File: config.mk
export PLATFORM = sky130hd
export DESIGN_NAME = projective_plane_incidence_scan_flat
export DESIGN_NICKNAME = d
export VERILOG_FILES = /design/src/sv/ppis_pkg.sv /design/src/sv/ppis_line_if.sv /design/src/sv/ppis_point_if.sv /design/src/sv/ppis_cfg_if.sv /design/src/sv/projective_plane_incidence_scan.sv /design/src/sv/ppis_ctrl.sv /design/src/sv/ppis_dpath.sv /design/src/flat_wrapper.sv
export SDC_FILE = /design/constraint.sdc
export NUM_CORES = 1
export LEC_CHECK = 0
export BUFFER_PORTS_ARGS = -buffer_cell sky130_fd_sc_hd__buf_2
export CAP_MARGIN = 40
export CORE_MARGIN = 4
export CORE_UTILIZATION = 40
export DETAILED_ROUTE_END_ITERATION = 7
export PLACE_DENSITY = 0.66
export SYNTH_ARGS = -nofsm -noshare
export SYNTH_HDL_FRONTEND = slang
export SYNTH_SLANG_ARGS = --single-unit
File: constraint.sdc
create_clock -name clk -period 7.8 [get_ports clk]
set_clock_uncertainty 0.15 [all_clocks]
set_input_delay 1.17 -clock clk [delete_from_list [all_inputs] [get_ports clk]]
set_output_delay 1.17 -clock clk [all_outputs]
set_load 0.005 [all_outputs]
File: src/sv/ppis_pkg.sv
// Package for the projective plane incidence scan.
// Holds widths, codes, controller states, command/status structs and small helpers.
// No dependencies.
package ppis_pkg;

    localparam int LINE_W   = 6;
    localparam int COORD_W  = 3;
    localparam int SPC_W    = 4;
    localparam int STAT_W   = 2;
    localparam int MAX_ORDER = 7;

    localparam logic [SPC_W-1:0]  SPC_RESET    = 4'd8;
    localparam logic [STAT_W-1:0] STATUS_FOUND = 2'd0;
    localparam logic [STAT_W-1:0] STATUS_NONE  = 2'd1;
    localparam logic [STAT_W-1:0] STATUS_RANGE = 2'd2;

    typedef enum logic [1:0] {
        ST_IDLE,
        ST_SCAN,
        ST_FINISH,
        ST_REJECT
    } state_t;

    // Point families in scan order: (i,j,1), then (i,1,0), then (1,0,0)
    typedef enum logic [1:0] {
        REG_GRID,
        REG_SLOPE,
        REG_INF
    } region_t;

    typedef struct packed {
        logic load;         // capture line and start a scan
        logic advance;      // step to the next point
        logic capture;      // store current point as pending match
        logic emit_mid;     // pending match to output, not last
        logic emit_final;   // pending match (or none status) to output, last
        logic emit_reject;  // range status to output, last
    } cmd_t;

    typedef struct packed {
        logic range_bad;    // offered line index or order is out of range
        logic match;        // current point lies on the line
        logic at_end;       // current point is the last one of the plane
        logic pend_valid;   // a pending match is held
        logic out_free;     // output register can take a result this cycle
    } sts_t;

    // Modular add of two residues already below m
    function automatic logic [COORD_W-1:0] add_mod(
        input logic [COORD_W-1:0] a,
        input logic [COORD_W-1:0] b,
        input logic [COORD_W-1:0] m
    );
        logic [COORD_W:0] sum;
        sum = {1'b0, a} + {1'b0, b};
        if (sum >= {1'b0, m})
        begin
            sum = sum - {1'b0, m};
        end
        return sum[COORD_W-1:0];
    endfunction

    // Quotient v / q for v < q*q, by counting multiples of q not above v
    function automatic logic [COORD_W-1:0] quot_small(
        input logic [LINE_W-1:0]  v,
        input logic [COORD_W-1:0] q
    );
        logic [COORD_W-1:0] cnt;
        cnt = '0;
        for (int k = 1; k < 8; k++)
        begin
            if (LINE_W'(k) * {3'b000, q} <= v)
            begin
                cnt = cnt + 3'd1;
            end
        end
        return cnt;
    endfunction

endpackage

File: src/sv/ppis_line_if.sv
// Request channel interface: one line index per transfer.
// Depends on ppis_pkg.
interface ppis_line_if;
    logic                          valid;
    logic                          ready;
    logic [ppis_pkg::LINE_W-1:0]   line_index;

    modport source (output valid, output line_index, input ready);
    modport sink   (input valid, input line_index, output ready);
endinterface

File: src/sv/ppis_point_if.sv
// Result channel interface: one incident point (or status) per transfer.
// Depends on ppis_pkg.
interface ppis_point_if;
    logic                          valid;
    logic                          ready;
    logic [ppis_pkg::LINE_W-1:0]   point_index;
    logic                          last;
    logic [ppis_pkg::STAT_W-1:0]   status;

    modport source (output valid, output point_index, output last, output status,
                    input ready);
    modport sink   (input valid, input point_index, input last, input status,
                    output ready);
endinterface

File: src/sv/ppis_cfg_if.sv
// Configuration write channel interface: symbols per card.
// Depends on ppis_pkg.
interface ppis_cfg_if;
    logic                          valid;
    logic                          ready;
    logic [ppis_pkg::SPC_W-1:0]    symbols_per_card;

    modport source (output valid, output symbols_per_card, input ready);
    modport sink   (input valid, input symbols_per_card, output ready);
endinterface

File: src/sv/projective_plane_incidence_scan.sv
// Incidence scan: one line index in, every incident point of the plane out.
// A new request is taken only from idle, once the previous scan or reject has finished;
// the scan visits one point per cycle through the modular residue adders in the datapath while the output is not held.
// A rejected index goes to the reject state, which writes its range status result to the
// output register once that register is free. Output stalls pause the scan.
// Reset (rst_n, async low) returns to idle, empties the output, sets symbols_per_card to 8.
module projective_plane_incidence_scan
(
    input  logic                clk,
    input  logic                rst_n,
    ppis_cfg_if.sink            cfg,
    ppis_line_if.sink           req,
    ppis_point_if.source        rsp
);

    ppis_pkg::cmd_t cmd;
    ppis_pkg::sts_t sts;

    logic in_ready;

    // Configuration is taken at any time; the user must write it only while idle, not enforced by the block
    assign cfg.ready = 1'b1;

    // Take a request only from idle; the output register keeps a finished
    // result for the sink while the next request is taken
    assign req.ready = in_ready;

    // Controller: sequence load, one point per cycle unless a full output holds the scan, final or reject result
    ppis_ctrl u_ctrl
    (
        .clk      (clk),
        .rst_n    (rst_n),
        .in_valid (req.valid),
        .in_ready (in_ready),
        .sts      (sts),
        .cmd      (cmd)
    );

    // Datapath: decode the line, walk the points, hold one pending match so
    // the final one can carry the last flag
    ppis_dpath u_dpath
    (
        .clk        (clk),
        .rst_n      (rst_n),
        .cfg_valid  (cfg.valid),
        .cfg_data   (cfg.symbols_per_card),
        .in_line    (req.line_index),
        .cmd        (cmd),
        .sts        (sts),
        .out_valid  (rsp.valid),
        .out_ready  (rsp.ready),
        .out_point  (rsp.point_index),
        .out_last   (rsp.last),
        .out_status (rsp.status)
    );

endmodule

File: src/sv/ppis_ctrl.sv
// Scan controller: state machine that sequences load, scan, final result and reject.
// Depends on ppis_pkg.
module ppis_ctrl
(
    input  logic                clk,
    input  logic                rst_n,
    input  logic                in_valid,
    output logic                in_ready,
    input  ppis_pkg::sts_t      sts,
    output ppis_pkg::cmd_t      cmd
);

    ppis_pkg::state_t state_reg;
    ppis_pkg::state_t state_next;

    logic blocked;

    // Hold the scan while a new match needs the output and it is still full
    assign blocked = sts.match && sts.pend_valid && !sts.out_free;

    always_ff @(posedge clk or negedge rst_n)
    begin
        if (!rst_n)
        begin
            state_reg <= ppis_pkg::ST_IDLE;
        end
        else
        begin
            state_reg <= state_next;
        end
    end

    always_comb
    begin
        state_next = state_reg;
        unique case (state_reg)
            ppis_pkg::ST_IDLE:
            begin
                if (in_valid)
                begin
                    state_next = sts.range_bad ? ppis_pkg::ST_REJECT : ppis_pkg::ST_SCAN;
                end
            end
            ppis_pkg::ST_SCAN:
            begin
                if (!blocked && sts.at_end)
                begin
                    state_next = ppis_pkg::ST_FINISH;
                end
            end
            ppis_pkg::ST_FINISH,
            ppis_pkg::ST_REJECT:
            begin
                if (sts.out_free)
                begin
                    state_next = ppis_pkg::ST_IDLE;
                end
            end
            default:
            begin
                state_next = ppis_pkg::ST_IDLE;
            end
        endcase
    end

    always_comb
    begin
        cmd      = '0;
        in_ready = 1'b0;
        unique case (state_reg)
            ppis_pkg::ST_IDLE:
            begin
                in_ready = 1'b1;
                cmd.load = in_valid && !sts.range_bad;
            end
            ppis_pkg::ST_SCAN:
            begin
                cmd.advance  = !blocked;
                cmd.capture  = !blocked && sts.match;
                cmd.emit_mid = !blocked && sts.match && sts.pend_valid;
            end
            ppis_pkg::ST_FINISH:
            begin
                cmd.emit_final = sts.out_free;
            end
            ppis_pkg::ST_REJECT:
            begin
                cmd.emit_reject = sts.out_free;
            end
            default:
            begin
                cmd = '0;
            end
        endcase
    end

endmodule

File: src/sv/ppis_dpath.sv
// Scan datapath: config register, line coordinates, incremental residue walk,
// pending match and output register. Depends on ppis_pkg.
module ppis_dpath
(
    input  logic                            clk,
    input  logic                            rst_n,
    input  logic                            cfg_valid,
    input  logic [ppis_pkg::SPC_W-1:0]      cfg_data,
    input  logic [ppis_pkg::LINE_W-1:0]     in_line,
    input  ppis_pkg::cmd_t                  cmd,
    output ppis_pkg::sts_t                  sts,
    output logic                            out_valid,
    input  logic                            out_ready,
    output logic [ppis_pkg::LINE_W-1:0]     out_point,
    output logic                            out_last,
    output logic [ppis_pkg::STAT_W-1:0]     out_status
);

    localparam int CW = ppis_pkg::COORD_W;
    localparam int LW = ppis_pkg::LINE_W;

    logic [ppis_pkg::SPC_W-1:0] spc_reg;

    logic [CW-1:0]  lx_reg, ly_reg, q_reg, m_reg;
    logic [CW-1:0]  i_reg, j_reg, r_reg, rrow_reg;
    logic [LW-1:0]  n_reg, pend_reg;
    ppis_pkg::region_t region_reg;
    logic           pend_valid_reg;
    logic           out_valid_reg, out_last_reg;
    logic [LW-1:0]  out_point_reg;
    logic [ppis_pkg::STAT_W-1:0] out_status_reg;

    logic [CW-1:0]  i_next, j_next, r_next, rrow_next;
    ppis_pkg::region_t region_next;

    // Offered line decode
    logic [ppis_pkg::SPC_W-1:0] q_wide;
    logic [CW-1:0]  q_c, m_c, lx_c, ly_c, lz_c, quot_c;
    logic [6:0]     qq_c, s_c;
    logic           order_bad;
    logic           out_free;

    assign q_wide    = spc_reg - 4'd1;
    assign q_c       = q_wide[CW-1:0];
    assign order_bad = (spc_reg < 4'd2) || (spc_reg > 4'(ppis_pkg::MAX_ORDER + 1));
    assign qq_c      = 7'({4'b0000, q_c} * {4'b0000, q_c});
    assign s_c       = qq_c + {4'b0000, q_c} + 7'd1;
    assign m_c       = (q_c == 3'd1) ? 3'd2 : q_c;
    assign quot_c    = ppis_pkg::quot_small(in_line, q_c);

    always_comb
    begin
        logic [LW-1:0] prod;
        logic [LW-1:0] rem;
        prod = LW'({3'b000, quot_c} * {3'b000, q_c});
        rem  = in_line - prod;
        if ({1'b0, in_line} < qq_c)
        begin
            lx_c = quot_c;
            ly_c = rem[CW-1:0];
            lz_c = 3'd1;
        end
        else if ({1'b0, in_line} < qq_c + {4'b0000, q_c})
        begin
            rem  = in_line - qq_c[LW-1:0];
            lx_c = rem[CW-1:0];
            ly_c = 3'd1;
            lz_c = 3'd0;
        end
        else
        begin
            lx_c = 3'd1;
            ly_c = 3'd0;
            lz_c = 3'd0;
        end
    end

    // Walk to the next point, keeping the dot product modulo m
    always_comb
    begin
        i_next      = i_reg;
        j_next      = j_reg;
        r_next      = r_reg;
        rrow_next   = rrow_reg;
        region_next = region_reg;
        case (region_reg)
            ppis_pkg::REG_GRID:
            begin
                if (j_reg == q_reg - 3'd1)
                begin
                    j_next = '0;
                    if (i_reg == q_reg - 3'd1)
                    begin
                        i_next      = '0;
                        region_next = ppis_pkg::REG_SLOPE;
                        r_next      = ly_reg;
                    end
                    else
                    begin
                        i_next    = i_reg + 3'd1;
                        rrow_next = ppis_pkg::add_mod(rrow_reg, lx_reg, m_reg);
                        r_next    = rrow_next;
                    end
                end
                else
                begin
                    j_next = j_reg + 3'd1;
                    r_next = ppis_pkg::add_mod(r_reg, ly_reg, m_reg);
                end
            end
            ppis_pkg::REG_SLOPE:
            begin
                if (i_reg == q_reg - 3'd1)
                begin
                    region_next = ppis_pkg::REG_INF;
                    r_next      = lx_reg;
                end
                else
                begin
                    i_next = i_reg + 3'd1;
                    r_next = ppis_pkg::add_mod(r_reg, lx_reg, m_reg);
                end
            end
            default:
            begin
                region_next = region_reg;
            end
        endcase
    end

    assign out_free       = !out_valid_reg || out_ready;
    assign sts.range_bad  = order_bad || ({1'b0, in_line} >= s_c);
    assign sts.match      = (r_reg == '0);
    assign sts.at_end     = (region_reg == ppis_pkg::REG_INF);
    assign sts.pend_valid = pend_valid_reg;
    assign sts.out_free   = out_free;

    // Control registers
    always_ff @(posedge clk or negedge rst_n)
    begin
        if (!rst_n)
        begin
            spc_reg        <= ppis_pkg::SPC_RESET;
            pend_valid_reg <= 1'b0;
            out_valid_reg  <= 1'b0;
        end
        else
        begin
            if (cfg_valid)
            begin
                spc_reg <= cfg_data;
            end
            if (cmd.load)
            begin
                pend_valid_reg <= 1'b0;
            end
            else if (cmd.capture)
            begin
                pend_valid_reg <= 1'b1;
            end
            if (cmd.emit_mid || cmd.emit_final || cmd.emit_reject)
            begin
                out_valid_reg <= 1'b1;
            end
            else if (out_ready)
            begin
                out_valid_reg <= 1'b0;
            end
        end
    end

    // Payload registers
    always_ff @(posedge clk)
    begin
        if (cmd.load)
        begin
            lx_reg     <= lx_c;
            ly_reg     <= ly_c;
            q_reg      <= q_c;
            m_reg      <= m_c;
            n_reg      <= '0;
            i_reg      <= '0;
            j_reg      <= '0;
            region_reg <= ppis_pkg::REG_GRID;
            r_reg      <= lz_c;
            rrow_reg   <= lz_c;
        end
        else if (cmd.advance)
        begin
            n_reg      <= n_reg + 6'd1;
            i_reg      <= i_next;
            j_reg      <= j_next;
            region_reg <= region_next;
            r_reg      <= r_next;
            rrow_reg   <= rrow_next;
        end
        if (cmd.capture)
        begin
            pend_reg <= n_reg;
        end
        if (cmd.emit_mid)
        begin
            out_point_reg  <= pend_reg;
            out_last_reg   <= 1'b0;
            out_status_reg <= ppis_pkg::STATUS_FOUND;
        end
        else if (cmd.emit_final)
        begin
            out_point_reg  <= pend_valid_reg ? pend_reg : '0;
            out_last_reg   <= 1'b1;
            out_status_reg <= pend_valid_reg ? ppis_pkg::STATUS_FOUND : ppis_pkg::STATUS_NONE;
        end
        else if (cmd.emit_reject)
        begin
            out_point_reg  <= '0;
            out_last_reg   <= 1'b1;
            out_status_reg <= ppis_pkg::STATUS_RANGE;
        end
    end

    assign out_valid  = out_valid_reg;
    assign out_point  = out_point_reg;
    assign out_last   = out_last_reg;
    assign out_status = out_status_reg;

`ifndef SYNTHESIS
    a_emit_needs_room: assert property (@(posedge clk) disable iff (!rst_n)
        (cmd.emit_mid || cmd.emit_final || cmd.emit_reject) |-> out_free)
        else $error("result written while output register is held");

    a_one_emit: assert property (@(posedge clk) disable iff (!rst_n)
        $onehot0({cmd.emit_mid, cmd.emit_final, cmd.emit_reject}))
        else $error("more than one result written in a cycle");

    a_capture_on_match: assert property (@(posedge clk) disable iff (!rst_n)
        cmd.capture |-> (r_reg == '0))
        else $error("pending point captured without a zero residue");

    a_final_is_last: assert property (@(posedge clk) disable iff (!rst_n)
        (cmd.emit_final || cmd.emit_reject) |=> (out_valid_reg && out_last_reg))
        else $error("closing result not marked last");
`endif

endmodule

File: src/flat_wrapper.sv
// flat-port wrapper written by rule: the top's interface ports become plain ports
module projective_plane_incidence_scan_flat 
  (clk, rst_n, cfg_valid, cfg_symbols_per_card, cfg_ready, req_valid, req_line_index, req_ready, rsp_valid, rsp_point_index, rsp_last, rsp_status, rsp_ready);
  ppis_cfg_if cfg_i ();
  ppis_line_if req_i ();
  ppis_point_if rsp_i ();
  input  logic clk;
  input  logic rst_n;
  input wire logic [$bits(cfg_i.valid)-1:0] cfg_valid;
  input wire logic [$bits(cfg_i.symbols_per_card)-1:0] cfg_symbols_per_card;
  output wire logic [$bits(cfg_i.ready)-1:0] cfg_ready;
  input wire logic [$bits(req_i.valid)-1:0] req_valid;
  input wire logic [$bits(req_i.line_index)-1:0] req_line_index;
  output wire logic [$bits(req_i.ready)-1:0] req_ready;
  output wire logic [$bits(rsp_i.valid)-1:0] rsp_valid;
  output wire logic [$bits(rsp_i.point_index)-1:0] rsp_point_index;
  output wire logic [$bits(rsp_i.last)-1:0] rsp_last;
  output wire logic [$bits(rsp_i.status)-1:0] rsp_status;
  input wire logic [$bits(rsp_i.ready)-1:0] rsp_ready;
  assign cfg_i.valid = cfg_valid;
  assign cfg_i.symbols_per_card = cfg_symbols_per_card;
  assign cfg_ready = cfg_i.ready;
  assign req_i.valid = req_valid;
  assign req_i.line_index = req_line_index;
  assign req_ready = req_i.ready;
  assign rsp_valid = rsp_i.valid;
  assign rsp_point_index = rsp_i.point_index;
  assign rsp_last = rsp_i.last;
  assign rsp_status = rsp_i.status;
  assign rsp_i.ready = rsp_ready;
  projective_plane_incidence_scan u_core (.clk(clk), .rst_n(rst_n), .cfg(cfg_i), .req(req_i), .rsp(rsp_i));
endmodule
==> flow_summary_export.csv, run 1 <==
group,metric,value,unit
status,outcome,"completed",
yosys,async_reset_ff_share,14.5,%
yosys,seq_area_frac_synth,30.5,%
setup_path,rr_endpoint,"u_core.u_dpath.ly_reg[2]$_SDFFCE_PN0P_",
power,p_leak,2.39,nW
timing,finalHoldViolations,0,
setup_path,critical_path_class,"reg2reg",
global_route,antenna_found_initial,0,
layout,drive_gt1_share,11.5,%
timing,tns,0,ns
worst_hold_path,hp-class,"reg2reg",
yosys,ys_ff_latch,55,
timing,holdWs,0.311,ns
yosys,syn_nets,591,
setup_path,path_delay_family,"adder cells",
timing,maxSlewHeadroom,39.6,%
setup_path,r2r_cells,30,
routing,drt_iter0_drc,213,
floorplan,initial_core_util,41.1,%
clock_network,clk_path_buf_depth,2,
yosys,yosysWarnings,0,
clock_network,ctsHtreeMaxLevel,2,
timing,tightest_slew,0.904,ns
clock_network,cts_num_sinks,55,
placement,place_hpwl,8360,um
floorplan,coreArea,11500,um2
clock_network,post-cts-setup-buffers,0,
floorplan,fp.dieW,117,um
routing,avgRoutedWirePerCell,15.4,um
yosys,synth.avg_cell_area,9.65,um2
layout,final_cells,666,
timing,fmax,137,MHz
power,p_per_area,397,nW/um2
routing,num_vias,3662,
clock_network,clock_latency,0.29,ns
setup_path,crit_top_cell,"ha_1",
timing,setup_viol,0,
global_route,grt_pass1_wl,17700,um
global_route,grt_pass1_vias,3721,
layout,n_fill_cell,1100,
setup_path,cp-end-kind,"flip-flop",
setup_path,required,7.69,ns
setup_path,critPathArrivalTime,7.18,ns
placement,dp_slack,0.346,ns
clock_network,cts_tree,"done",
worst_hold_path,hold_depth,0,
routing,met1Wirelength,4720,um
clock_network,cts-resized-gates,0,
placement,gp_congestion,0.925,
clock_network,ctsHoldBuffers,0,
routing,totalWireLength,10200,um
clock_network,numCtsBuffers,5,
setup_path,r2r_slack,0.51,ns
timing,min_period_over_period,93.5,%
routing,ant_nets,0,
placement,place_inst,658,
routing,dr_wl_met3,395,um
setup_path,critPathMaxStageDelay,0.49,ns
clock_network,root_buffer,"clkbuf_16",
timing,period_needed,7.29,ns
routing,avgViaCountPerCell,5.50,
global_route,grt.overflow.total,0,
global_route,grt_max_degree,37,
routing,drc,0,
setup_path,setup.worst_path.start_class,"flip-flop",
floorplan,rows,39,
routing,wl_met2,5020,um
layout,synthToLayoutAreaGrowth,9.67,%
yosys,syn_inst,491,
placement,port_buffers,25,
yosys,synth_edf_count,30,
yosys,synth.distinct_cells,73,
power,ir_drop,0.150,mV
global_route,grt.total_usage,16.0,%
floorplan,io_pins,27,
setup_path,cp_slowest_cell,"or3b_2",
floorplan,die-area,13600,um2
worst_hold_path,min_from,"u_core.u_dpath.n_reg[5]$_SDFFE_PP0P_",
setup_path,r2r_start,"u_core.u_dpath.spc_reg[1]$_DFFE_PN0P_",
floorplan,die_height,117,um
layout,antenna_cells,0,
setup_path,critPathBufInv,4,
setup_path,path_max_fanout,6,
clock_network,clkTransAtPathRegs,0.07,ns
job,maxCapViolations,0,
worst_hold_path,whs_endpoint,"u_core.u_dpath.pend_reg[5]$_DFFE_PP_",
routing,top_layer_used,"met4",
timing,finalMaxSlewViolations,0,
routing,drtPass1Iterations,4,
yosys,netlist_area,4740,um2
layout,nets,622,
timing,finalWorstSetupSlack,0.507,ns
timing,rsz0062_at_grt,"false",
yosys,synthFlopType,"edfxtp_1",
area by class of cell:
type / instances / area, um2 / area share (%)
multi-input cells: 386 / 3090 / 59.4
flip-flops and latches: 55 / 1440 / 27.8
well taps: 143 / 179 / 3.44
repair buffers: 32 / 178 / 3.42
inverters: 42 / 158 / 3.03
clock buffers: 5 / 125 / 2.41
clock inverters: 3 / 27.5 / 0.530
power breakdown:
part           total [mW]  switching (mW)  internal (mW)
combinational        1.33           0.725          0.603
clock               0.226           0.104          0.122
sequential          0.508          0.0693          0.438
total                2.06           0.898           1.16
worst max path at each step:
stage                                                from                                      to  slack, ns  depth (start not counted)
floorplan           u_core.u_dpath.spc_reg[0]$_DFFE_PN0P_  u_core.u_dpath.ly_reg[2]$_SDFFCE_PN0P_       0.18                         31
global placement                        req_line_index[1]  u_core.u_dpath.ly_reg[2]$_SDFFCE_PN0P_       0.57                         31
detailed placement                      req_line_index[1]  u_core.u_dpath.ly_reg[2]$_SDFFCE_PN0P_       0.35                         31
CTS                 u_core.u_dpath.spc_reg[1]$_DFFE_PN0P_  u_core.u_dpath.ly_reg[2]$_SDFFCE_PN0P_       0.53                         30
global route        u_core.u_dpath.spc_reg[1]$_DFFE_PN0P_  u_core.u_dpath.ly_reg[2]$_SDFFCE_PN0P_       0.14                         30
finish              u_core.u_dpath.spc_reg[1]$_DFFE_PN0P_  u_core.u_dpath.ly_reg[2]$_SDFFCE_PN0P_       0.51                         30
layer usage:
| layer | up-vias | track usage (%) |
|---|---|---|
| met5 | - | 0 |
| met4 | 0 | 4.28 |
| met3 | 8 | 2.67 |
| met2 | 76 | 26.3 |
| met1 | 1762 | 21.8 |
| li1 | 1816 | - |
placed cells by master (no fill, tap or decap), types with 3 or more instances in the layout:
cell	instances
buf_2	25
dfrtp_1	7
a21boi_0	3
nand3_1	15
a21o_1	9
dfxtp_1	17
o21a_1	4
nand2_1	45
buf_4	7
o22ai_1	3
nor2_1	41
xnor2_1	17
nor3_1	4
nor2b_1	8
a211oi_1	7
edfxtp_1	30
fa_1	8
o21ai_0	14
and2_1	10
a21oi_1	27
o211ai_1	3
clkbuf_16	5
ha_1	77
nand2b_1	3
xor2_1	19
mux2i_1	10
o21ai_1	3
inv_1	42
a31oi_1	3
cells in the mapped netlist (all sizes together) (2+ instances only):
cell,number,area [um2]
ha,77,963
nand2,45,169
inv,42,158
nor2,41,154
edfxtp,30,901
a21oi,27,135
xor2,19,166
xnor2,18,165
dfxtp,17,340
o21ai,17,85.1
nand3,15,75.1
a21o,11,85.1
and2,11,70.1
mux2i,10,100
nor2b,9,63.8
fa,8,160
a211oi,7,52.6
dfrtp,7,175
clkbuf,6,32.5
a2111oi,5,52.6
o21a,5,45.0
nor3,4,20.0
a21boi,3,22.5
a31oi,3,18.8
and3,3,20.0
nand2b,3,18.8
o211ai,3,22.5
o22ai,3,18.8
a211o,2,17.5
a311oi,2,17.5
a32o,2,20.0
and2b,2,17.5
buf,2,18.8
nor4,2,18.8
o21bai,2,15.0
o22a,2,17.5
o311ai,2,42.6
o31a,2,18.8
or3,2,12.5
xnor3,2,46.3
per-stage QoR:
step | util, % | total power [mW] | cell area [um2]
after floorplan | - | 1.53 | 4740
after global placement | 43.8 | 1.77 | 5040
after detailed placement | 43.8 | 1.84 | 5040
after CTS | 45.1 | 2.07 | 5190
after global routing | 45.1 | 2.28 | 5190
final | 45.1 | 2.06 | 5190
cell families (layout without fill, tap and decap cells):
logic type | after synthesis | count (layout) | share of synthesized area, %
compound gates | 108 | 108 | 16.4
xor+xnor | 40 | 40 | 8.50
fa+ha+maj | 85 | 85 | 23.7
buf+inv | 50 | 82 | 4.41
flops | 55 | 55 | 30.5
mux | 10 | 10 | 2.11
other cells | 1 | 1 | 0.0792
simple gates | 142 | 142 | 14.3
No activity file was read; power rests on OpenSTA's default activity.
==> inputs of run 2 (changes only) <==
--- a/config.mk
+++ b/config.mk
@@ -10,6 +10,7 @@
 export CORE_MARGIN = 4
 export CORE_UTILIZATION = 40
 export DETAILED_ROUTE_END_ITERATION = 7
+export GPL_TIMING_DRIVEN = 0
 export PLACE_DENSITY = 0.66
 export SYNTH_ARGS = -nofsm -noshare
 export SYNTH_HDL_FRONTEND = slang
==> constraint.sdc (replaced) <==
create_clock -name clk -period 7.8 [get_ports clk]
set_clock_uncertainty 0.15 [all_clocks]
set_input_delay 1.56 -clock clk [delete_from_list [all_inputs] [get_ports clk]]
set_output_delay 1.56 -clock clk [all_outputs]
set_load 0.005 [all_outputs]
==> run 2 against run 1 <==
Sequential power barely moved. Sequential cell count did not move. Clock-buffer cell count is the same. Core utilization grew 2.1 points. First-iteration DRC count fell by 23%. Die area did not move. Cell area up 4.6%. Sequential share of layout area down 1.2 points. Critical path depth rose by 1. Combinational power hardly changed. Register-to-register slack worse by 0.06 ns. Largest cell class unchanged.
==> flow_summary_export.csv, run 2 (synthesized netlist as in run 1, its figures left out) <==
group,metric,value,unit
setup_path,path_max_fanout,4,
layout,n_fill_cell,1073,
power,ir_drop,0.172,mV
placement,dp_slack,-0.654,ns
setup_path,cp_slowest_cell,"fa_1",
floorplan,io_pins,27,
floorplan,die-area,13600,um2
routing,avgViaCountPerCell,5.36,
global_route,grt_max_degree,20,
setup_path,crit_top_cell,"ha_1",
routing,ant_nets,0,
job,maxCapViolations,0,
status,outcome,"completed",
power,p_leak,2.47,nW
timing,period_needed,7.42,ns
worst_hold_path,min_from,"u_core.u_dpath.n_reg[5]$_SDFFE_PP0P_",
routing,avgRoutedWirePerCell,14.8,um
power,p_per_area,381,nW/um2
timing,finalWorstSetupSlack,0.381,ns
setup_path,required,7.70,ns
setup_path,setup.worst_path.start_class,"primary input",
setup_path,critPathBufInv,5,
floorplan,initial_core_util,41.1,%
floorplan,die_height,117,um
global_route,grt.overflow.total,0,
layout,antenna_cells,0,
clock_network,root_buffer,"clkbuf_16",
routing,drtPass1Iterations,4,
setup_path,r2r_start,"u_core.u_dpath.spc_reg[0]$_DFFE_PN0P_",
global_route,grt.total_usage,15.5,%
placement,port_buffers,25,
global_route,grt_pass1_vias,3688,
clock_network,cts_tree,"done",
setup_path,crit_path_start,"req_line_index[1]",
timing,tightest_slew,0.912,ns
floorplan,rows,39,
layout,final_common_cell,"ha_1",
setup_path,critical_path_class,"in2reg",
clock_network,clkTransAtPathRegs,0.07,ns
floorplan,fp.dieW,117,um
routing,totalWireLength,10200,um
worst_hold_path,hp-class,"reg2reg",
clock_network,cts_num_sinks,55,
timing,holdWs,0.312,ns
timing,rsz0062_at_grt,"false",
timing,finalMaxSlewViolations,0,
setup_path,critPathArrivalTime,7.32,ns
timing,setup_viol,0,
clock_network,clock_latency,0.29,ns
setup_path,path_delay_family,"adder cells",
clock_network,ctsHtreeMaxLevel,2,
clock_network,numCtsBuffers,5,
routing,num_vias,3680,
placement,place_hpwl,8180,um
layout,synthToLayoutAreaGrowth,14.8,%
setup_path,critPathMaxStageDelay,0.43,ns
layout,nets,643,
power,total_power,2.07,mW
floorplan,coreArea,11500,um2
placement,gp_congestion,0.879,
clock_network,clk_path_buf_depth,2,
layout,final_cell_mix,"74 x ha_1, 45 x nand2_1, 41 x nor2_1",
timing,fmax,135,MHz
routing,drt_iter0_drc,164,
timing,maxSlewHeadroom,39.1,%
global_route,antenna_found_initial,0,
global_route,grt_pass1_wl,17200,um
setup_path,cp-end-kind,"flip-flop",
routing,drc,0,
layout,drive_gt1_share,15.8,%
timing,finalHoldViolations,0,
timing,min_period_over_period,95.1,%
run 2: cell count changes in the layout (fill, tap and decap cells not counted), sizes merged:
| cell | before | now |
|---|---|---|
| inv | 43 | 40 |
| buf | 32 | 46 |
| clkbuf | 5 | 12 |
| clkinvlp | 1 | 4 |
run 2: metal layers:
layer	wire length, um	share of wire (%)	GRT usage, %	up-vias
met5	0	0	0	-
met2	4980	49	26.9	42
li1	-	-	-	1863
met3	212	2.1	2.01	13
met4	181	1.8	4.43	0
met1	4820	47	20.2	1762
run 2: power by group:
part / total, mW / switching (mW) / internal (mW)
Combinational: 1.33 / 0.716 / 0.618
Clock: 0.226 / 0.104 / 0.122
Sequential: 0.509 / 0.0703 / 0.438
run 2: final timing paths:
kind / to / slack, ns / cells after the start
max: u_core.u_dpath.ly_reg[2]$_SDFFCE_PN0P_ / 0.38 / 31
min: u_core.u_dpath.pend_reg[5]$_DFFE_PP_ / 0.31 / 0
max reg2reg: u_core.u_dpath.ly_reg[2]$_SDFFCE_PN0P_ / 0.45 / 32
min reg2reg: u_core.u_dpath.pend_reg[5]$_DFFE_PP_ / 0.31 / 0
max in group asynchronous: u_core.u_dpath.spc_reg[3]$_DFFE_PN1P_ / 6.32 / 1
min in group asynchronous: u_core.u_dpath.spc_reg[2]$_DFFE_PN0P_ / 0.94 / 1
run 2: stage by stage:
stage / util (%) / area [um2] / setup TNS [ns] / std cells
after floorplan: - / 4740 / 0 / 491
after global placement: 43.8 / 5040 / -0.944 / 659
after detailed placement: 44.0 / 5060 / -0.654 / 662
after CTS: 45.6 / 5250 / 0 / 671
after global routing: 47.2 / 5440 / 0 / 687
final: 47.2 / 5440 / 0 / 687
run 2: layout make-up:
| class | instances | area [um2] | area share (%) |
|---|---|---|---|
| Tap cell | 143 | 179 | 3.29 |
| Timing Repair Buffer | 45 | 278 | 5.11 |
| Clock inverter | 3 | 27.5 | 0.506 |
| Inverter | 42 | 169 | 3.11 |
| Sequential cell | 55 | 1440 | 26.5 |
| Buffer | 8 | 51.3 | 0.944 |
| Multi-Input combinational cell | 386 | 3160 | 58.2 |
| Clock buffer | 5 | 125 | 2.30 |
run 2: repair_timing:
action                     CTS  global route
resized for setup            4            11
hold buffers                 0             0
setup buffers                1            16
pin swaps                    1             3
gates cloned                 0             0
setup endpoints to repair    1             1
